File: config.mk
export PLATFORM = sky130hd
export DESIGN_NAME = tmph_prep
export DESIGN_NICKNAME = d
export VERILOG_FILES = /design/src/hw/rtl/tmph_pkg.sv /design/src/hw/rtl/tmph_prep.sv
export SDC_FILE = /design/constraint.sdc
export NUM_CORES = 1
export LEC_CHECK = 0
export BUFFER_PORTS_ARGS = -buffer_cell sky130_fd_sc_hd__buf_2
export CAP_MARGIN = 5
export CORE_MARGIN = 5
export CORE_UTILIZATION = 60
export CTS_CLUSTER_DIAMETER = 100
export DETAILED_ROUTE_END_ITERATION = 12
export GPL_TIMING_DRIVEN = 1
export PLACE_DENSITY = 0.95
export SLEW_MARGIN = 20
export SYNTH_ARGS = -nofsm -noshare
export SYNTH_HDL_FRONTEND = slang
export SYNTH_SLANG_ARGS = --single-unit
File: constraint.sdc
create_clock -name clock -period 14.1 [get_ports clock]
set_clock_uncertainty 0.15 [all_clocks]
set_input_delay 0 -clock clock [delete_from_list [all_inputs] [get_ports clock]]
set_output_delay 0 -clock clock [all_outputs]
set_load 0.02 [all_outputs]
File: src/hw/rtl/tmph_pkg.sv
package tmph_pkg;

   // field widths of the result channel
   localparam int MID_W      = 12;
   localparam int HEAD_W     = 9;
   localparam int HEIGHT_W   = 12;
   localparam int RSP_FLD_W  = 2 * MID_W + HEAD_W;
   localparam int RSP_W      = ((RSP_FLD_W + 7) / 8) * 8;

   localparam logic [HEIGHT_W-1:0] HEIGHT_RST = 12'd480;

   // degree chain: one cell per whole degree inside the first octant
   localparam int F_W        = 6;
   localparam int OCT_DEG    = 45;
   localparam int CELL_CNT   = 44;

   // coordinate bits plus trig fraction bits always total this width
   localparam int TRIG_TOTAL = 62;

   localparam logic [63:0] PI_Q60  = 64'h3243F6A8885A308D;
   localparam logic [63:0] ONE_Q60 = 64'd1 << 60;

   // Taylor term divisors (2i)(2i+1) and (2i-1)(2i), i = 1..12
   localparam logic [63:0] SIN_DIV [0:11] = '{64'd6, 64'd20, 64'd42, 64'd72, 64'd110,
      64'd156, 64'd210, 64'd272, 64'd342, 64'd420, 64'd506, 64'd600};
   localparam logic [63:0] COS_DIV [0:11] = '{64'd2, 64'd12, 64'd30, 64'd56, 64'd90,
      64'd132, 64'd182, 64'd240, 64'd306, 64'd380, 64'd462, 64'd552};

   typedef enum logic [1:0] {
      QUAD_E,
      QUAD_N,
      QUAD_W,
      QUAD_S
   } tmph_quad_type;

   // sideband that travels with each item down the chain
   typedef struct packed {
      logic               live;
      logic               pose_valid;
      logic               swap;
      logic               exact;
      logic               eq;
      tmph_quad_type      quad;
      logic [MID_W-1:0]   mid_x;
      logic [MID_W-1:0]   mid_y;
   } tmph_side_type;

   // Q60 product, kept to 64 bits
   function automatic logic [63:0] mul_q60(input logic [63:0] a, input logic [63:0] b);
      logic [127:0] p;
      p = {64'd0, a} * {64'd0, b};
      return p[123:60];
   endfunction

   // sin or cos of k degrees in Q60 by a 13-term Taylor series (elaboration only)
   function automatic logic [63:0] trig_q60(input int unsigned k, input logic want_cos);
      logic [63:0] x;
      logic [63:0] x2;
      logic [63:0] ts;
      logic [63:0] tc;
      logic [63:0] s;
      logic [63:0] c;
      x  = (PI_Q60 / 64'd180) * 64'(k);
      x2 = mul_q60(x, x);
      ts = x;
      tc = ONE_Q60;
      s  = x;
      c  = ONE_Q60;
      for (int i = 0; i < 12; i++) begin
         ts = mul_q60(ts, x2) / SIN_DIV[i];
         tc = mul_q60(tc, x2) / COS_DIV[i];
         if (i[0] == 1'b0) begin
            s = s - ts;
            c = c - tc;
         end else begin
            s = s + ts;
            c = c + tc;
         end
      end
      return want_cos ? c : s;
   endfunction

endpackage

File: src/hw/rtl/tmph_prep.sv
module tmph_prep #(
   parameter int COORD_BITS = 16,
   parameter int FRAC_BITS  = 4
) (
   input  logic                          clock,
   input  logic                          reset,
   input  logic                          en,
   input  logic                          req_tvalid,
   input  logic [COORD_BITS-1:0]         front_x,
   input  logic [COORD_BITS-1:0]         front_y,
   input  logic [COORD_BITS-1:0]         back_x,
   input  logic [COORD_BITS-1:0]         back_y,
   input  logic [tmph_pkg::HEIGHT_W-1:0] image_height,
   output logic [COORD_BITS-1:0]         n_o,
   output logic [COORD_BITS-1:0]         m_o,
   output tmph_pkg::tmph_side_type       side_o
);
   import tmph_pkg::*;

   localparam int YW = COORD_BITS + 16;

   logic [COORD_BITS:0]       dx_s;
   logic [COORD_BITS:0]       dy_s;
   logic [COORD_BITS:0]       ndx;
   logic [COORD_BITS:0]       ndy;
   logic [COORD_BITS-1:0]     a_abs;
   logic [COORD_BITS-1:0]     b_abs;
   logic                      dx_pos;
   logic                      dx_neg;
   logic                      dy_pos;
   logic                      dy_neg;
   logic [COORD_BITS:0]       sx;
   logic [COORD_BITS+MID_W:0] sxw;
   logic [YW-1:0]             h2;
   logic [YW-1:0]             ysum;
   logic [YW-1:0]             ysh;

   logic [COORD_BITS-1:0]     n_in, n_ff;
   logic [COORD_BITS-1:0]     m_in, m_ff;
   tmph_side_type             side_in, side_ff;

   // difference vector, back tag to front tag, y already flipped
   always_comb begin
      dx_s   = {1'b0, front_x} - {1'b0, back_x};
      dy_s   = {1'b0, back_y} - {1'b0, front_y};
      ndx    = -dx_s;
      ndy    = -dy_s;
      a_abs  = dx_s[COORD_BITS] ? ndx[COORD_BITS-1:0] : dx_s[COORD_BITS-1:0];
      b_abs  = dy_s[COORD_BITS] ? ndy[COORD_BITS-1:0] : dy_s[COORD_BITS-1:0];
      dx_neg = dx_s[COORD_BITS];
      dy_neg = dy_s[COORD_BITS];
      dx_pos = !dx_neg && (dx_s != '0);
      dy_pos = !dy_neg && (dy_s != '0);
   end

   // midpoints, truncated to whole pixels
   always_comb begin
      sx   = {1'b0, front_x} + {1'b0, back_x};
      sxw  = {{MID_W{1'b0}}, sx} >> (FRAC_BITS + 1);
      h2   = YW'(image_height) << (FRAC_BITS + 1);
      ysum = h2 - YW'(front_y) - YW'(back_y);
      ysh  = ysum >> (FRAC_BITS + 1);
   end

   // fold into the first octant, note quadrant and exact-angle cases
   always_comb begin
      side_in            = '0;
      side_in.live       = req_tvalid;
      side_in.pose_valid = (a_abs != '0) || (b_abs != '0);
      side_in.swap       = b_abs > a_abs;
      side_in.eq         = a_abs == b_abs;
      side_in.exact      = side_in.swap ? (a_abs == '0) : ((b_abs == '0) || side_in.eq);
      side_in.mid_x      = sxw[MID_W-1:0];
      side_in.mid_y      = ysum[YW-1] ? '0 : ysh[MID_W-1:0];
      if (dx_pos && !dy_neg) begin
         side_in.quad = QUAD_E;
      end else if (!dx_pos && dy_pos) begin
         side_in.quad = QUAD_N;
      end else if (dx_neg && !dy_pos) begin
         side_in.quad = QUAD_W;
      end else begin
         side_in.quad = QUAD_S;
      end
      n_in = side_in.swap ? a_abs : b_abs;
      m_in = side_in.swap ? b_abs : a_abs;
   end

   always_ff @(posedge clock) begin
      if (reset) begin
         side_ff.live <= 1'b0;
      end else if (en) begin
         side_ff <= side_in;
      end
   end

   always_ff @(posedge clock) begin
      if (en) begin
         n_ff <= n_in;
         m_ff <= m_in;
      end
   end

   assign n_o    = n_ff;
   assign m_o    = m_ff;
   assign side_o = side_ff;

endmodule

### Yosys cells after proc, flatten, opt, wreduce, memory -nomap -nowiden

Index checks and enable logic that the tools add are counted.

| storage, ports and cells | value |
|---|---|
| bits in registers | 63 |
| input bits | 80 |
| word-level logic and storage cells | 47 |
| output and inout port bits | 63 |

| cells by class | value |
|---|---|
| multiplexer cells | 7 |
| order comparisons | 1 |
| reduce and logical (&&, ||, !) cells | 19 |
| equality and inequality tests | 1 |
| bitwise operators | 1 |
| $add $sub $neg | 7 |

Operators by type and width:

| operator | count |
|---|---|
| 16-bit two-way mux | 4 |
| 17-bit nonzero test | 2 |
| 16-bit by 16-bit subtractor with 17-bit output | 2 |
| 16-bit zero test | 2 |
| 16-bit negator | 2 |
| 16-bit nonzero test | 2 |
| 18-bit by 17-bit subtractor with 19-bit output | 1 |
| 17-bit by 16-bit subtractor with 18-bit output | 1 |
| 16-bit by 16-bit adder with 17-bit output | 1 |
| 16-bit == test | 1 |
| 16-bit > comparator | 1 |
| 1-bit logical AND | 5 |
| 1-bit zero test | 4 |
| 1-bit two-way mux | 3 |
| 1-bit logical OR | 2 |
| 2-bit AND reduction | 1 |
| 2-bit OR reduction | 1 |
| 1-bit inverter | 1 |

### Longest topological paths before layout

| depth | value |
|---|---|
| depth in word-level cells | 7 |
| depth in mapped cells | 24 |
| depth with buffers taken out | 23 |

### Worst setup path after synthesis

No wires, ideal clock.

| path | value |
|---|---|
| path type | input to register |
| start point | input front_x[0] |
| end point | register m_ff[0], in the netlist m_o[0], data pin |
| path slack | 9.273 ns |
| setup time | 0.279 ns |
| data arrival time | 4.398 ns |
| stages | 24 |
| path through | inv_1 ha_1 fa_1 nand2b_1 a21oi_2 o2111ai_2 a21oi_2 a221o_1 buf_4 nand2_1 o21ai_0 ha_1 nor2b_1 o21a_1 o21a_1 o21a_1 o21a_1 o21ai_0 a21oi_1 nor4b_1 o21bai_1 nand2_1 buf_1 mux2i_1 |

| on the way | value |
|---|---|
| longest elaborated chain between the ends | 5 |

Ends and longest elaborated chain:

| element | line | RTL |
|---|---|---|
| start, declared | tmph_prep.sv:9 | `input logic [COORD_BITS-1:0] front_x,` |
| 16-bit by 16-bit subtractor with 17-bit output * | tmph_prep.sv:44 | `dx_s = {1'b0, front_x} - {1'b0, back_x};` |
| 16-bit negator | tmph_prep.sv:46 | `ndx = -dx_s;` |
| 16-bit two-way mux * | tmph_prep.sv:48 | `a_abs = dx_s[COORD_BITS] ? ndx[COORD_BITS-1:0] : dx_s[COORD_BITS-1:0];` |
| 16-bit > comparator | tmph_prep.sv:70 | `side_in.swap = b_abs > a_abs;` |
| 16-bit two-way mux * | tmph_prep.sv:85 | `m_in = side_in.swap ? b_abs : a_abs;` |
| named net m_in[0] | tmph_prep.sv:39 | `logic [COORD_BITS-1:0] m_in, m_ff;` |
| end signal, assigned | tmph_prep.sv:99 | `m_ff <= m_in;` |
| end, declared | tmph_prep.sv:39 |  |

Mark *: on every way through the listed nets, which the timed path passes. The rest lies on a longest branch.
A chain may end at the register's enable or synchronous reset.

### Worst setup path after layout

| path | value |
|---|---|
| start point | input front_y[0] |
| end point | register n_ff[3], in the netlist n_o[3], data pin |

| on the way | value |
|---|---|
| longest elaborated chain between the ends | 5 |

Ends and longest elaborated chain:

| element | line | RTL |
|---|---|---|
| start, declared | tmph_prep.sv:10 | `input logic [COORD_BITS-1:0] front_y,` |
| 16-bit by 16-bit subtractor with 17-bit output * | tmph_prep.sv:45 | `dy_s = {1'b0, back_y} - {1'b0, front_y};` |
| 16-bit negator | tmph_prep.sv:47 | `ndy = -dy_s;` |
| 16-bit two-way mux * | tmph_prep.sv:49 | `b_abs = dy_s[COORD_BITS] ? ndy[COORD_BITS-1:0] : dy_s[COORD_BITS-1:0];` |
| 16-bit > comparator | tmph_prep.sv:70 |  |
| 16-bit two-way mux * | tmph_prep.sv:84 | `n_in = side_in.swap ? a_abs : b_abs;` |
| named net n_in[3] | tmph_prep.sv:38 | `logic [COORD_BITS-1:0] n_in, n_ff;` |
| end signal, assigned | tmph_prep.sv:98 | `n_ff <= n_in;` |
| end, declared | tmph_prep.sv:38 |  |

Marks and branches as above.

==> impl_metrics.csv <==
group,metric,value,unit
layout,area_growth,16.7,%
cts,clk_latency,0.33,ns
cts,cts_buffer_depth,2,
logic_synthesis,synth-seq-cells,63,
detailed_routing,firstDrtPassIters,5,
logic_synthesis,synth_edf_count,62,
logic_synthesis,netlist_area,7230,um^2
sta,final-setup-viol-count,0,
critical_path,r2r-end,"side_o[30]",
cts,cts-root-buf,"clkbuf_16",
detailed_routing,drc,0,
floorplan,initial_utilization,60.7,%
layout,drive_above_1_share,20.3,%
placed_design,port_buffers,142,
logic_synthesis,synth.area.top_cells,"edfxtp_1 26%, ha_1 16%, xnor2_1 5.8%",
critical_path,cp-start-kind,"primary input",
detailed_routing,num_vias,6483,
logic_synthesis,ys_seq_area_share,26.0,%
sta,hold_viol,0,
global_routing,grt_max_degree,35,
placed_design,pre_cts_ws,8.72,ns
sta,post-route-period-util,36.7,%
layout,nets,1126,
detailed_routing,routed_wl,17600,um
worst_hold_path,hold_depth,4,
cts,cts_resized,0,
pwr,cellLeakagePower,3.94,nW
critical_path,r2r_cells,3,
pwr,ir_drop,0.0771,mV
global_routing,track_usage,23.9,%
floorplan,die_width,120,um
critical_path,worstReg2RegStart,"side_o[30]",
critical_path,reg2reg_slack,12.80,ns
cts,clk_pin_slew,0.06,ns
worst_hold_path,holdPathEnd,"side_o[21]",
cts,cts-buffers-inserted,9,
detailed_routing,antenna_left,0,
cts,cts.sinks,63,
pwr,power.density,139,nW/um^2
sta,maxSlewHeadroom,43.4,%
cts,cts_max_level,3,
logic_synthesis,synth_top_flop_cell,"edfxtp_1",
logic_synthesis,synth.top_cell.area_share,25.7,%
logic_synthesis,synth.most_common_cell,"inv_1",
critical_path,worstPathArrival,5.08,ns
pwr,pwr-share-seq,25.4,%
layout,antennaDiodeCount,0,
critical_path,worstPathRequired,14.01,ns
pwr,p_sw,477,uW
global_routing,antenna_found_initial,0,
global_routing,grt_pass1_vias,6313,
logic_synthesis,synth_fp_nets,983,
sta,setup-tns-final,0,ns
global_routing,grt_overflow,0,
critical_path,worstSetupEndpointType,"register",
detailed_routing,initialDrtViolationCount,390,
floorplan,fp-row-count,40,
cts,cts_tree,"done",
layout,fillCellCount,898,
pwr,p_int,698,uW
detailed_routing,via_per_inst,5.88,
pwr,clock_power_share,22.4,%
floorplan,chipHeight,120,um
sta,grt_setup_unrepaired,"false",
status,status,"completed",
logic_synthesis,yosysWarnings,0,
layout,final-seq-area,1880,um^2
critical_path,critPathKind,"primary input to register",
pwr,pwr-share-comb,52.2,%
logic_synthesis,synth.avg_cell_area,8.96,um^2
sta,setup_slack,8.92,ns
pwr,power.share.switching,40.6,%
worst_hold_path,hp-class,"primary input to register",
global_routing,grt_pass1_wl,28500,um
sta,fin_crit,5.18,ns
sta,final_max_slew_viol_count,0,
flow_run,drv_cap,0,
logic_synthesis,synth_common_cells,"97 x inv_1, 94 x ha_1, 63 x nor2_1",
sta,fmax,193,MHz
logic_synthesis,synth-async-reset-ratio,0,%
floorplan,boundaryPins,143,
placed_design,dpl.hpwl,14000,um
floorplan,die_area,14300,um^2
critical_path,path_max_fanout,33,
floorplan,core-area,11900,um^2
logic_synthesis,synth_top_area_cell,"edfxtp_1",
logic_synthesis,syn_inst,807,
layout,multiInputGateArea,4880,um^2
detailed_routing,detail_route.wl_per_cell,16.0,um
worst_hold_path,min_from,"back_x[13]",
sta,worstMarginPinSlew,0.850,ns
logic_synthesis,yosys.cell_types.count,88,
placed_design,place_congestion,0.910,
## final cells by class
| cell class | instances | share of cell area (%) |
|---|---|---|
| multi-input cells | 629 | 57.8 |
| flip-flops and latches | 63 | 22.3 |
| repair buffers | 150 | 9.26 |
| inverters | 97 | 4.32 |
| clock buffers | 9 | 2.67 |
| well taps | 147 | 2.18 |
| clock inverters | 7 | 1.44 |
## power groups by stage
| stage | Sequential (mW) | Combinational (mW) | Clock (mW) |
|---|---|---|---|
| after floorplan | 0.365 | 0.388 | 0 |
| after global placement | 0.303 | 0.579 | 0 |
| after detailed placement | 0.303 | 0.600 | 0 |
| after CTS | 0.299 | 0.608 | 0.264 |
| after global routing | 0.302 | 0.668 | 0.272 |
| final | 0.298 | 0.613 | 0.263 |
## placed cells by master (no fill, tap or decap), types with 7 or more instances in the layout
cell	n
clkbuf_16	9
or4_1	7
o31ai_1	14
inv_1	97
or3_1	8
nor2_1	63
a21o_1	12
nor3_1	20
xor2_1	27
ha_1	94
nand2b_1	10
nand4_1	8
o21ai_0	25
o21ai_1	9
nor2b_1	9
a21oi_1	44
mux2i_1	35
nand2_1	33
o21bai_1	10
o21a_1	15
edfxtp_1	62
buf_2	142
nand3_1	21
xnor2_1	48
## state kept, by name, summed over array words and instances, names as in the netlist
name and count:
side_o 31, n_o 16, m_o 16
## how the worst max path moves through the flow
| stage | startpoint | to | cells after the start |
|---|---|---|---|
| 2_1_floorplan | front_x[0] | m_o[0] | 24 |
| 6_report | front_y[0] | n_o[3] | 22 |
| 4_1_cts | front_y[0] | n_o[3] | 22 |
| 3_3_place_gp | front_x[0] | m_o[1] | 23 |
| 3_5_place_dp | front_x[0] | m_o[1] | 23 |
| 5_1_grt | front_x[0] | n_o[3] | 23 |
## metal layers
| metal | GRT usage [%] | vias to the layer above | wire length, um |
|---|---|---|---|
| met3 | 3.72 | 37 | 1040 |
| met1 | 26.8 | 2991 | 6940 |
| met2 | 46.5 | 237 | 9240 |
| met5 | 0 | - | 0 |
| li1 | - | 3218 | - |
| met4 | 6.73 | 0 | 397 |
## worst max-delay path, stage by stage
cell       delay (ns)
buf_2            0.12
ha_1             0.21
fa_1             0.39
nand2b_1         0.20
a21oi_1          0.16
xor2_1           0.13
nand4bb_1        0.38
or4_1            0.64
o21ai_0          0.24
xor2_1           0.31
inv_1            0.09
ha_1             0.31
a21o_1           0.16
a21o_1           0.17
a21oi_1          0.13
nor2b_1          0.06
o21ai_0          0.14
nor4b_1          0.33
o21bai_1         0.17
nand2_1          0.09
buf_4            0.46
mux2i_1          0.18
## kinds of logic (layout without fill, tap and decap cells)
logic type / count (synthesis) / count (layout) / synth area share [%]
AO/OA/AOI/OAI: 201 / 201 / 19.5
XOR/XNOR: 82 / 82 / 10.8
adder cells (fa/ha/maj): 96 / 96 / 16.8
buffers and inverters: 115 / 263 / 6.54
flip-flops: 63 / 63 / 26.0
multiplexers: 35 / 35 / 4.85
AND/OR/NAND/NOR: 215 / 215 / 15.4
## what timing repair did
| action | in CTS | in global routing |
|---|---|---|
| hold buffers | 4 | 0 |
| hold endpoints to repair | 2 | 0 |
| buffers inserted | 0 | 0 |
## stage by stage
| step | hold slack, ns | utilization [%] | instance area, um^2 | power (mW) | instances |
|---|---|---|---|---|---|
| floorplan | -0.0776 | - | 7230 | 0.753 | 807 |
| global placement | 0.0389 | 67.6 | 8050 | 0.882 | 1082 |
| detailed placement | 0.0525 | 67.6 | 8050 | 0.903 | 1082 |
| CTS | 0.0293 | 70.8 | 8440 | 1.17 | 1102 |
| global route | 0.0869 | 70.8 | 8440 | 1.24 | 1102 |
| finish | 0.0367 | 70.8 | 8440 | 1.17 | 1102 |
(Power assumes the default switching activity.)
