### src/hw/rtl/tmph_pkg.sv
package tmph_pkg;

   // field widths of the result channel
   localparam int MID_W      = 12;
   localparam int HEAD_W     = 9;
   localparam int HEIGHT_W   = 12;
   localparam int RSP_FLD_W  = 2 * MID_W + HEAD_W;
   localparam int RSP_W      = ((RSP_FLD_W + 7) / 8) * 8;

   localparam logic [HEIGHT_W-1:0] HEIGHT_RST = 12'd480;

   // degree chain: one cell per whole degree inside the first octant
   localparam int F_W        = 6;
   localparam int OCT_DEG    = 45;
   localparam int CELL_CNT   = 44;

   // coordinate bits plus trig fraction bits always total this width
   localparam int TRIG_TOTAL = 62;

   localparam logic [63:0] PI_Q60  = 64'h3243F6A8885A308D;
   localparam logic [63:0] ONE_Q60 = 64'd1 << 60;

   // Taylor term divisors (2i)(2i+1) and (2i-1)(2i), i = 1..12
   localparam logic [63:0] SIN_DIV [0:11] = '{64'd6, 64'd20, 64'd42, 64'd72, 64'd110,
      64'd156, 64'd210, 64'd272, 64'd342, 64'd420, 64'd506, 64'd600};
   localparam logic [63:0] COS_DIV [0:11] = '{64'd2, 64'd12, 64'd30, 64'd56, 64'd90,
      64'd132, 64'd182, 64'd240, 64'd306, 64'd380, 64'd462, 64'd552};

   typedef enum logic [1:0] {
      QUAD_E,
      QUAD_N,
      QUAD_W,
      QUAD_S
   } tmph_quad_type;

   // sideband that travels with each item down the chain
   typedef struct packed {
      logic               live;
      logic               pose_valid;
      logic               swap;
      logic               exact;
      logic               eq;
      tmph_quad_type      quad;
      logic [MID_W-1:0]   mid_x;
      logic [MID_W-1:0]   mid_y;
   } tmph_side_type;

   // Q60 product, kept to 64 bits
   function automatic logic [63:0] mul_q60(input logic [63:0] a, input logic [63:0] b);
      logic [127:0] p;
      p = {64'd0, a} * {64'd0, b};
      return p[123:60];
   endfunction

   // sin or cos of k degrees in Q60 by a 13-term Taylor series (elaboration only)
   function automatic logic [63:0] trig_q60(input int unsigned k, input logic want_cos);
      logic [63:0] x;
      logic [63:0] x2;
      logic [63:0] ts;
      logic [63:0] tc;
      logic [63:0] s;
      logic [63:0] c;
      x  = (PI_Q60 / 64'd180) * 64'(k);
      x2 = mul_q60(x, x);
      ts = x;
      tc = ONE_Q60;
      s  = x;
      c  = ONE_Q60;
      for (int i = 0; i < 12; i++) begin
         ts = mul_q60(ts, x2) / SIN_DIV[i];
         tc = mul_q60(tc, x2) / COS_DIV[i];
         if (i[0] == 1'b0) begin
            s = s - ts;
            c = c - tc;
         end else begin
            s = s + ts;
            c = c + tc;
         end
      end
      return want_cos ? c : s;
   endfunction

endpackage

### src/hw/rtl/tmph_cell.sv
module tmph_cell #(
   parameter int COORD_BITS = 16,
   parameter int DEG        = 1
) (
   input  logic                     clock,
   input  logic                     reset,
   input  logic                     en,
   input  logic [COORD_BITS-1:0]    n_i,
   input  logic [COORD_BITS-1:0]    m_i,
   input  logic [tmph_pkg::F_W-1:0] f_i,
   input  tmph_pkg::tmph_side_type  side_i,
   output logic [COORD_BITS-1:0]    n_o,
   output logic [COORD_BITS-1:0]    m_o,
   output logic [tmph_pkg::F_W-1:0] f_o,
   output tmph_pkg::tmph_side_type  side_o
);
   import tmph_pkg::*;

   localparam int TRIG_Q     = TRIG_TOTAL - COORD_BITS;
   localparam int TRIG_SHIFT = 60 - TRIG_Q;

   localparam logic [63:0] SIN_Q60 = trig_q60(DEG, 1'b0);
   localparam logic [63:0] COS_Q60 = trig_q60(DEG, 1'b1);
   localparam logic [TRIG_Q-1:0] SIN_K =
      TRIG_Q'((SIN_Q60 + (64'd1 << (TRIG_SHIFT - 1))) >> TRIG_SHIFT);
   localparam logic [TRIG_Q-1:0] COS_K =
      TRIG_Q'((COS_Q60 + (64'd1 << (TRIG_SHIFT - 1))) >> TRIG_SHIFT);

   logic [TRIG_TOTAL-1:0] lhs;
   logic [TRIG_TOTAL-1:0] rhs;
   logic [F_W-1:0]        f_in, f_ff;
   logic [COORD_BITS-1:0] n_ff;
   logic [COORD_BITS-1:0] m_ff;
   tmph_side_type         side_ff;

   // angle >= DEG degrees  <=>  n*cos >= m*sin ; later cells overwrite
   always_comb begin
      lhs  = TRIG_TOTAL'(n_i) * TRIG_TOTAL'(COS_K);
      rhs  = TRIG_TOTAL'(m_i) * TRIG_TOTAL'(SIN_K);
      f_in = (lhs >= rhs) ? F_W'(DEG) : f_i;
   end

   always_ff @(posedge clock) begin
      if (reset) begin
         side_ff.live <= 1'b0;
      end else if (en) begin
         side_ff <= side_i;
      end
   end

   always_ff @(posedge clock) begin
      if (en) begin
         n_ff <= n_i;
         m_ff <= m_i;
         f_ff <= f_in;
      end
   end

   assign n_o    = n_ff;
   assign m_o    = m_ff;
   assign f_o    = f_ff;
   assign side_o = side_ff;

endmodule

### config.mk
export PLATFORM = sky130hd
export DESIGN_NAME = tmph_cell
export DESIGN_NICKNAME = d
export VERILOG_FILES = /design/src/hw/rtl/tmph_pkg.sv /design/src/hw/rtl/tmph_cell.sv
export SDC_FILE = /design/constraint.sdc
export NUM_CORES = 1
export LEC_CHECK = 0
export BUFFER_PORTS_ARGS = -buffer_cell sky130_fd_sc_hd__clkbuf_2
export CELL_PAD_IN_SITES_DETAIL_PLACEMENT = 0
export CELL_PAD_IN_SITES_GLOBAL_PLACEMENT = 2
export CORE_MARGIN = 2
export CORE_UTILIZATION = 42
export CTS_CLUSTER_DIAMETER = 60
export DETAILED_ROUTE_END_ITERATION = 10
export GPL_ROUTABILITY_DRIVEN = 1
export PLACE_DENSITY = 0.91
export SLEW_MARGIN = 20
export SYNTH_ARGS = -nofsm -noshare
export SYNTH_HDL_FRONTEND = slang
export SYNTH_SLANG_ARGS = --single-unit
### constraint.sdc
create_clock -name clock -period 10.48 [get_ports clock]
set_input_delay 1.048 -clock clock [delete_from_list [all_inputs] [get_ports clock]]
set_output_delay 1.048 -clock clock [all_outputs]
set_load 0.02 [all_outputs]
## Yosys cells after proc, flatten, opt, wreduce, memory -nomap -nowiden

Cells that the tools add are included.

- Bitwise gates (word level): 1
- Reductions and logical operators: 1
- $mul: 2
- $lt $le $gt $ge: 1

Operator list:

| kind | count |
|---|---|
| >= comparator 62 x 57 -> 1 bit | 1 |
| multiplier 16 x 46 -> 62 bit, second input constant | 1 |
| multiplier 16 x 40 -> 56 bit, second input constant | 1 |
| AND reduction 2 bit | 1 |
| NOT 1 bit | 1 |

- Register bits: 69
- Bits of input ports: 72
- Logic and storage cells: 16
- Output and inout bits: 69

## Depth between registers and ports, before layout

Gate-level depths: netlist of the first run.

- Depth in word-level cells: 2
- Depth in mapped cells: 35

## Worst setup path before layout of the first run

OpenSTA, ideal clock, no wires.

- Path type: in2reg
- Start: in n_i[1]
- End: reg f_ff[0] (netlist: f_o[0]), data pin
- Data required time: 10.208 ns
- Stages: 33
- Arrival: 8.674 ns
- Buffers on the path: 0
- Path slack: 1.535 ns
- Library setup time: 0.272 ns
- Path through: fa_1 -> inv_1 -> fa_1 -> inv_1 -> fa_1 -> inv_1 -> fa_1 -> inv_1 -> fa_1 -> inv_1 -> fa_1 -> inv_1 -> ha_1 -> nand2_1 -> nor3_1 -> o211ai_2 -> a2111oi_2 -> o2111ai_2 -> o31ai_2 -> nand2b_1 -> nand2_1 -> xor2_1 -> ha_1 -> nand3_1 -> a21boi_0 -> o21a_1 -> o21ai_0 -> a21oi_1 -> a311oi_1 -> o21ai_0 -> a211oi_1 -> nand4_1 -> or4b_1

- Word-level cells in the longest chain between the ends: 2

Ends and longest elaborated chain:

| item | RTL line | text |
|---|---|---|
| from (decl) | tmph_cell.sv:8 | `input logic [COORD_BITS-1:0] n_i,` |
| multiplier 16 x 46 -> 62 bit | tmph_cell.sv:38 | `lhs = TRIG_TOTAL'(n_i) * TRIG_TOTAL'(COS_K);` |
| >= comparator 62 x 57 -> 1 bit | tmph_cell.sv:40 | `f_in = (lhs >= rhs) ? F_W'(DEG) : f_i;` |
| to (signal assigned) | tmph_cell.sv:55 | `f_ff <= f_in;` |
| to (decl) | tmph_cell.sv:31 | `logic [F_W-1:0] f_in, f_ff;` |

Every way passes these cells.
A chain may end at the register's enable or synchronous reset.

## Worst setup path after layout of the first run

- Start: in n_i[4]
- End: reg f_ff[0] (netlist: f_o[0]), data pin

The elaborated chain is that of the path after synthesis.

==> results of run 1 <==
==> final cells by class <==
class                           instances  area (um^2)  share of cell area [%]
Multi-Input combinational cell       1802        20820                   75.50
Inverter                              683         2564                   9.295
Sequential cell                        69         2062                   7.476
Tap cell                              782        978.4                   3.547
Timing Repair Buffer                  159        843.3                   3.058
Clock buffer                            9        225.2                  0.8165
Clock inverter                          7        82.58                  0.2994
Antenna cell                            1        2.502                0.009073
==> state kept, by name, summed over array words and instances, names as in the netlist <==
register  count
f_o           6
side_o       31
m_o          16
n_o          16
==> cells in the final DEF (no fill, tap or decap), types with 5 or more instances in the layout <==
cell type and instances:
nand4_1 33, o21bai_1 16, a31oi_1 15, clkbuf_16 9
nor2b_1 13, nand2_1 87, o211ai_1 8, o21a_1 9
a221o_1 5, or2_2 7, edfxtp_1 68, and2_1 15
fa_1 473, and3_1 16, buf_4 19, a21oi_1 140
nor3_1 22, nor2_1 56, nand3_1 26, o21ai_0 70
a21o_1 86, ha_1 482, xor2_1 53, a221oi_1 6
xnor2_1 55, o21ai_1 11, clkbuf_2 140, nand2b_1 21
inv_1 683
==> path summary, 6_finish.rpt <==
kind,start,endpoint,slack [ps],cells past startpoint
worst max-delay path,n_i[4],f_o[0],490,31
worst min-delay path,side_o[30],side_o[30],530,2
worst max register to register,side_o[30],side_o[30],9880,2
worst min register to register,side_o[30],side_o[30],530,2
==> worst min-delay path: cells and delay by family, from the launching register on <==
family           cells  cell delay [ps]
flip-flops           1              330
AND/OR/NAND/NOR      1               90
multiplexers         1               70
==> layer usage <==
layer | global-route usage, % | up-vias | part of all wire (%)
met5 | 0 | - | 0
met4 | 5.902 | 0 | 2.3
met3 | 6.162 | 69 | 7.4
met2 | 39.17 | 547 | 45
met1 | 34.16 | 9349 | 45
li1 | - | 8619 | -
==> Yosys cell counts, types with 33 or more instances <==
cell type / number / area (um^2)
fa_1: 473 / 9469
nand2_1: 87 / 326.6
inv_1: 683 / 2564
nor2_1: 56 / 210.2
nand4_1: 33 / 206.5
edfxtp_1: 68 / 2042
ha_1: 482 / 6031
o21ai_0: 70 / 350.3
a21oi_1: 140 / 700.7
a21o_1: 86 / 645.6
xnor2_1: 55 / 481.7
xor2_1: 53 / 464.2
==> per-stage QoR <==
stage	area, um^2	hold WS (ps)
floorplan	25560	578.8
global placement	27270	475.1
detailed placement	27270	517.8
CTS	27580	534.5
global route	27580	558.9
finish	27580	526.7
==> kinds of logic after synthesis <==
| logic type | Yosys count |
|---|---|
| adder cells (fa/ha/maj) | 955 |
| AO/OA/AOI/OAI | 416 |
| flip-flops | 69 |
| AND/OR/NAND/NOR | 320 |
| multiplexers | 3 |
| XOR/XNOR | 108 |
| buffers and inverters | 708 |
==> results_dict.tcl, run 1 <==
set metrics [dict create \
    synth_cell_types 72 \
    synth_top_family_by_area "adder cells" \
    crit_slowest_cell "fa_1" \
    hold_viol 0 \
    fin_util_pct 45.78 \
    clock_sinks 69 \
    fin_nets 3751 \
    required_ps 10610 \
    gp_congestion 1.012 \
    async_reset_ff_share_pct 0 \
    cp_max_fo 8 \
    drv_slew 0 \
    routed_wl_mm 75.05 \
    clockRootBuffer "clkbuf_16" \
    grtUsageTotal_pct 24.76 \
    drive_gt1_share_pct 7.549 \
    syn_to_final_growth_pct 7.906 \
    post_cts_buffers 0 \
    synthSimpleGateAreaFrac_pct 6.417 \
    die-width_um 250.7 \
    numCtsBuffers 9 \
    hp-class "reg -> reg" \
    dp.cells 3495 \
    rows 90 \
    syn_area_um2 25560 \
    dp_slack_ps 219.6 \
    synth_edf_count 68 \
    synth_flop_cell "edfxtp_1" \
    rsz0062_at_grt "no" \
    synth_compound_area_share_pct 10.58 \
    syn_nets 3606 \
    setup_viol 0 \
    grt_remaining_overflow 0 \
    drt_iter0_drc 1204 \
    h-tree-depth 3 \
    antenna_found_initial 1 \
    status "finished, final reports clean" \
    hold_buffers 0 \
    dieArea_um2 62850 \
    fin_skew_ps 0 \
    die_h_um 250.7 \
    cp_num_buf_inv 5 \
    synthCells 2579 \
    fill_cells 5746 \
    cts_resized 0 \
    ant_nets 0 \
    crit_top_cell "fa_1" \
    worst_pin_slew_ps 951.3 \
    path_delay_family "adder cells" \
    period_needed_ps 9994 \
    yosys_warnings 0 \
    avgSynthCellArea_um2 9.911 \
    vias_per_cell 5.292 \
    grt_max_degree 31 \
    min_period_over_period_pct 95.37 \
    critical_path_class "in -> reg" \
    start_kind "input port" \
    grt_pass1_vias 19920 \
    setup-tns-final_ps 0 \
    io_pins 141 \
    ys_seq_area_share_pct 8.067 \
    cap_viol_max_count 0 \
    start_util_pct 42.43 \
    port_buffers 140 \
    synth.area.mux_share_pct 0.1175 \
    drtPass1Iterations 5 \
    dp_hpwl_mm 66.81 \
    cp_slowest_stage_delay_ps 1110 \
    ctsLongestPathBuffers 2 \
    grt_pass1_wl_mm 116.1 \
    drc_errors 0 \
    final_cells 3512 \
    synth_xor_area_share_pct 3.701 \
    insertion_delay_ps 380 \
    cts_tree "done" \
    synth-seq-cells 69 \
    routed-via-count 18580 \
    crit_path_end_kind "register" \
    clock.fmax_ghz 0.1001 \
    setup_slack_ps 485.7 \
    synth_fa_ha_area_share_pct 60.64 \
    path_clk_slew_ps 70 \
    core-area_um2 60250 \
    arrival_ps 10130 \
    relSlewSlack_pct 36.39 \
    wl_per_cell_um 21.37 \
]
Power of run 1 is left out: the tool's default activity adds up to more than one toggle a clock period on the data nets, which glitch-free logic cannot reach.
==> inputs of run 2 (changes only) <==
Settings changed: BUFFER_PORTS_ARGS -buffer_cell sky130_fd_sc_hd__clkbuf_2 to -buffer_cell sky130_fd_sc_hd__buf_2, CORE_MARGIN 2 to 3, CTS_CLUSTER_DIAMETER 60 to 120.
==> run 2 against run 1 <==
Effect of this change: sequential share of layout area is essentially flat; first-iteration DRC count is 10% lower; flip-flop and latch count unchanged; register-to-register slack improved by 30 ps; maximum frequency up 0.51%; non-clock buffer count rose by 5; via count is 0.80% lower; utilization increased by 0.54 points; final cell count decreased by 0.14%; routed wire length is 2.2% higher; highest routed layer is now met5.
==> results_dict.tcl, run 2 (synthesized netlist as in run 1, its figures left out) <==
set metrics [dict create \
    status "finished, final reports clean" \
    vias_per_cell 5.257 \
    antenna_cells 0 \
    layout_common_cells "inv_1 (683), ha_1 (482), fa_1 (473), a21oi_1 (140), buf_2 (140)" \
    die_h_um 252.7 \
    final_cells 3507 \
    drtPass1Iterations 5 \
    die-width_um 252.7 \
    hp-class "reg -> reg" \
    arrival_ps 10080 \
    rows 89 \
    grt_pass1_vias 20020 \
    syn_to_final_growth_pct 7.964 \
    worst_pin_slew_ps 948.1 \
    crit_path_end_kind "register" \
    start_util_pct 42.90 \
    routed_wl_mm 76.74 \
    grt_pass1_wl_mm 118.1 \
    drive_gt1_share_pct 7.718 \
    required_ps 10620 \
    cts_resized 0 \
    crit_slowest_cell "fa_1" \
    hold_buffers 0 \
    dp.cells 3491 \
    fin_nets 3756 \
    rsz0062_at_grt "no" \
    dieArea_um2 63850 \
    fin_skew_ps 0 \
    clock.fmax_ghz 0.1006 \
    insertion_delay_ps 380 \
    core-area_um2 59580 \
    grtUsageTotal_pct 24.90 \
    clock_sinks 69 \
    largest_register_ff_count 31 \
    io_pins 141 \
    grt_max_degree 41 \
    drc_errors 0 \
    crit_top_cell "fa_1" \
    min_period_over_period_pct 94.88 \
    period_needed_ps 9944 \
    cap_viol_max_count 0 \
    relSlewSlack_pct 36.34 \
    critical_path_class "in -> reg" \
    final_common_cell "inv_1" \
    setup-tns-final_ps 0 \
    wl_per_cell_um 21.88 \
    grt_remaining_overflow 0 \
    cp_max_fo 9 \
    dp_hpwl_mm 69.17 \
    antenna_found_initial 0 \
    drv_slew 0 \
    numCtsBuffers 9 \
    gp_congestion 0.9888 \
    path_clk_slew_ps 70 \
    clockRootBuffer "clkbuf_16" \
    fill_cells 5698 \
    post_cts_buffers 0 \
    routed-via-count 18440 \
    cp_slowest_stage_delay_ps 840 \
    ant_nets 0 \
    place_area_um2 27300 \
    hold_viol 0 \
    drt_iter0_drc 1084 \
    start_kind "input port" \
    ctsLongestPathBuffers 2 \
    setup_viol 0 \
    port_buffers 140 \
    final_area_um2 27600 \
    cts_tree "done" \
    h-tree-depth 3 \
]
run 2: critical path: cells and delay by family:
family	cells	cell delay, ps
compound gates	11	2340
buf+inv	4	360
xor+xnor	2	630
simple gates	8	1870
fa+ha+maj	8	3830
run 2: layout make-up:
type / count / area [um^2] / area share (%)
multi-input cells: 1802 / 20830 / 75.48
inverters: 683 / 2564 / 9.290
flip-flops and latches: 69 / 2062 / 7.472
well taps: 773 / 967.2 / 3.505
repair buffers: 164 / 880.8 / 3.192
clock buffers: 10 / 229.0 / 0.8297
clock inverters: 6 / 63.81 / 0.2312
run 2: per-layer routing:
| layer | GRT usage, % | vias to the layer above | part of all wire (%) |
|---|---|---|---|
| li1 | - | 8627 | - |
| met1 | 35.37 | 9260 | 47 |
| met2 | 38.61 | 481 | 44 |
| met3 | 5.752 | 65 | 6.9 |
| met4 | 5.866 | 2 | 2.0 |
| met5 | 1.278 | - | 0.14 |
run 2: final timing paths:
kind | depth (start not counted) | endpoint | start | slack, ps
max reg2reg | 2 | side_o[30] | side_o[30] | 9910
min reg2reg | 2 | side_o[30] | side_o[30] | 490
max | 33 | f_o[0] | m_i[13] | 540
min | 2 | side_o[30] | side_o[30] | 490
run 2: metrics by stage:
stage	utilization (%)	hold WS (ps)	setup WS [ps]
after floorplan	-	578.8	1535
after global placement	45.82	473.7	350.8
after detailed placement	45.82	481.0	13.06
after CTS	46.31	497.0	422.1
after global routing	46.32	515.7	12.69
final	46.32	489.8	536.1
Power of run 2 is left out for the same reason.
==> inputs of run 3 (changes only) <==
Settings changed: BUFFER_PORTS_ARGS -buffer_cell sky130_fd_sc_hd__buf_2 to default, CORE_UTILIZATION 42 to 44, DONT_BUFFER_PORTS from default to 1, PLACE_DENSITY 0.91 to 0.92.
==> run 3 against run 2 <==
Effect of this change: first-iteration DRC count increased by 1.8%; via count is 1.4% lower; routed wire length is 6.0% lower; utilization increased by 0.74 points; critical endpoint unchanged; maximum frequency rose by 1.2%; count of clock-buffer cells in the layout stayed put.
==> results_dict.tcl, run 3 (synthesized netlist as in run 1, its figures left out) <==
set metrics [dict create \
    status "finished, final reports clean" \
    crit_path_end_kind "register" \
    port_buffers 0 \
    die_h_um 247.0 \
    clockRootBuffer "clkbuf_16" \
    die-width_um 247.0 \
    syn_to_final_growth_pct 4.826 \
    ctsLongestPathBuffers 2 \
    critical_path_class "in -> reg" \
    hp-class "reg -> reg" \
    required_ps 10610 \
    drv_slew 0 \
    crit_slowest_cell "fa_1" \
    wl_per_cell_um 21.64 \
    grt_pass1_vias 19590 \
    dieArea_um2 61020 \
    core-area_um2 56930 \
    period_needed_ps 9830 \
    rsz0062_at_grt "no" \
    grt_pass1_wl_mm 113.1 \
    cp_num_buf_inv 4 \
    h-tree-depth 3 \
    hold_viol 0 \
    antenna_found_initial 0 \
    hold_buffers 0 \
    grt_remaining_overflow 0 \
    drtPass1Iterations 5 \
    routed-via-count 18180 \
    setup-tns-final_ps 0 \
    fin_skew_ps 0 \
    grt_max_degree 41 \
    cp_slowest_stage_delay_ps 780 \
    crit_top_cell "fa_1" \
    routed_wl_mm 72.14 \
    cp_max_fo 9 \
    grtUsageTotal_pct 24.69 \
    vias_per_cell 5.455 \
    start_util_pct 44.90 \
    drive_gt1_share_pct 2.095 \
    gp_congestion 1.015 \
    rows 87 \
    insertion_delay_ps 370 \
    multi_input_area_um2 20830 \
    drc_errors 0 \
    path_clk_slew_ps 70 \
    ant_nets 0 \
    regArea_um2 2062 \
    clock.fmax_ghz 0.1017 \
    path_delay_family "adder cells" \
    start_kind "input port" \
    min_period_over_period_pct 93.80 \
    dp_hpwl_mm 64.55 \
    final_common_cell "inv_1" \
    numCtsBuffers 9 \
    worst_pin_slew_ps 947.9 \
    largest_register_ff_count 31 \
    relSlewSlack_pct 36.35 \
    fin_nets 3599 \
    layout_common_cells "inv_1 (683), ha_1 (482), fa_1 (473), a21oi_1 (140), nand2_1 (87)" \
    arrival_ps 9960 \
    drt_iter0_drc 1103 \
    cts_tree "done" \
    cap_viol_max_count 0 \
    clock_sinks 69 \
    fill_cells 5418 \
    io_pins 141 \
    antenna_cells 0 \
    setup_viol 0 \
]
run 3: path summary, 6_finish.rpt:
kind | start | to | slack [ps] | cells after the start
worst max-delay path | n_i[13] | f_o[0] | 650 | 31
worst min-delay path | side_o[30] | side_o[30] | 620 | 2
worst max register to register | side_o[30] | side_o[30] | 9780 | 2
worst min register to register | side_o[30] | side_o[30] | 620 | 2
run 3: cell type report:
class | count | area share (%)
clock inverters | 6 | 0.4156
well taps | 756 | 3.530
multi-input cells | 1802 | 77.74
repair buffers | 7 | 0.1961
inverters | 683 | 9.568
flip-flops and latches | 69 | 7.696
clock buffers | 10 | 0.8545
run 3: stage by stage:
step | utilization (%) | instances | setup WS, ps | hold WS (ps) | cell area [um^2]
floorplan | - | 2579 | 1535 | 578.8 | 25560
global placement | 46.46 | 3317 | 495.6 | 603.7 | 26450
detailed placement | 46.46 | 3317 | 276.8 | 623.7 | 26450
CTS | 47.05 | 3333 | 676.3 | 630.8 | 26790
global route | 47.06 | 3333 | 83.24 | 645.4 | 26790
finish | 47.06 | 3333 | 650.0 | 619.4 | 26790
run 3: worst reg2reg max path: cells and delay by family (launching register included):
kind	cells	cell delay, ps
AND/OR/NAND/NOR	1	80
multiplexers	1	110
flip-flops	1	440
run 3: per-layer routing:
layer	GRT usage [%]	part of all wire (%)	up-vias
met5	0	0	-
met4	5.991	2.2	0
met3	4.890	7.0	89
met2	39.70	46	580
met1	34.34	45	9192
li1	-	-	8321
run 3: timing repair:
item,4_1_cts,5_1_grt
setup buffers,0,0
setup endpoints to repair,0,1
gates resized for setup,0,1
Power of run 3 is left out for the same reason.
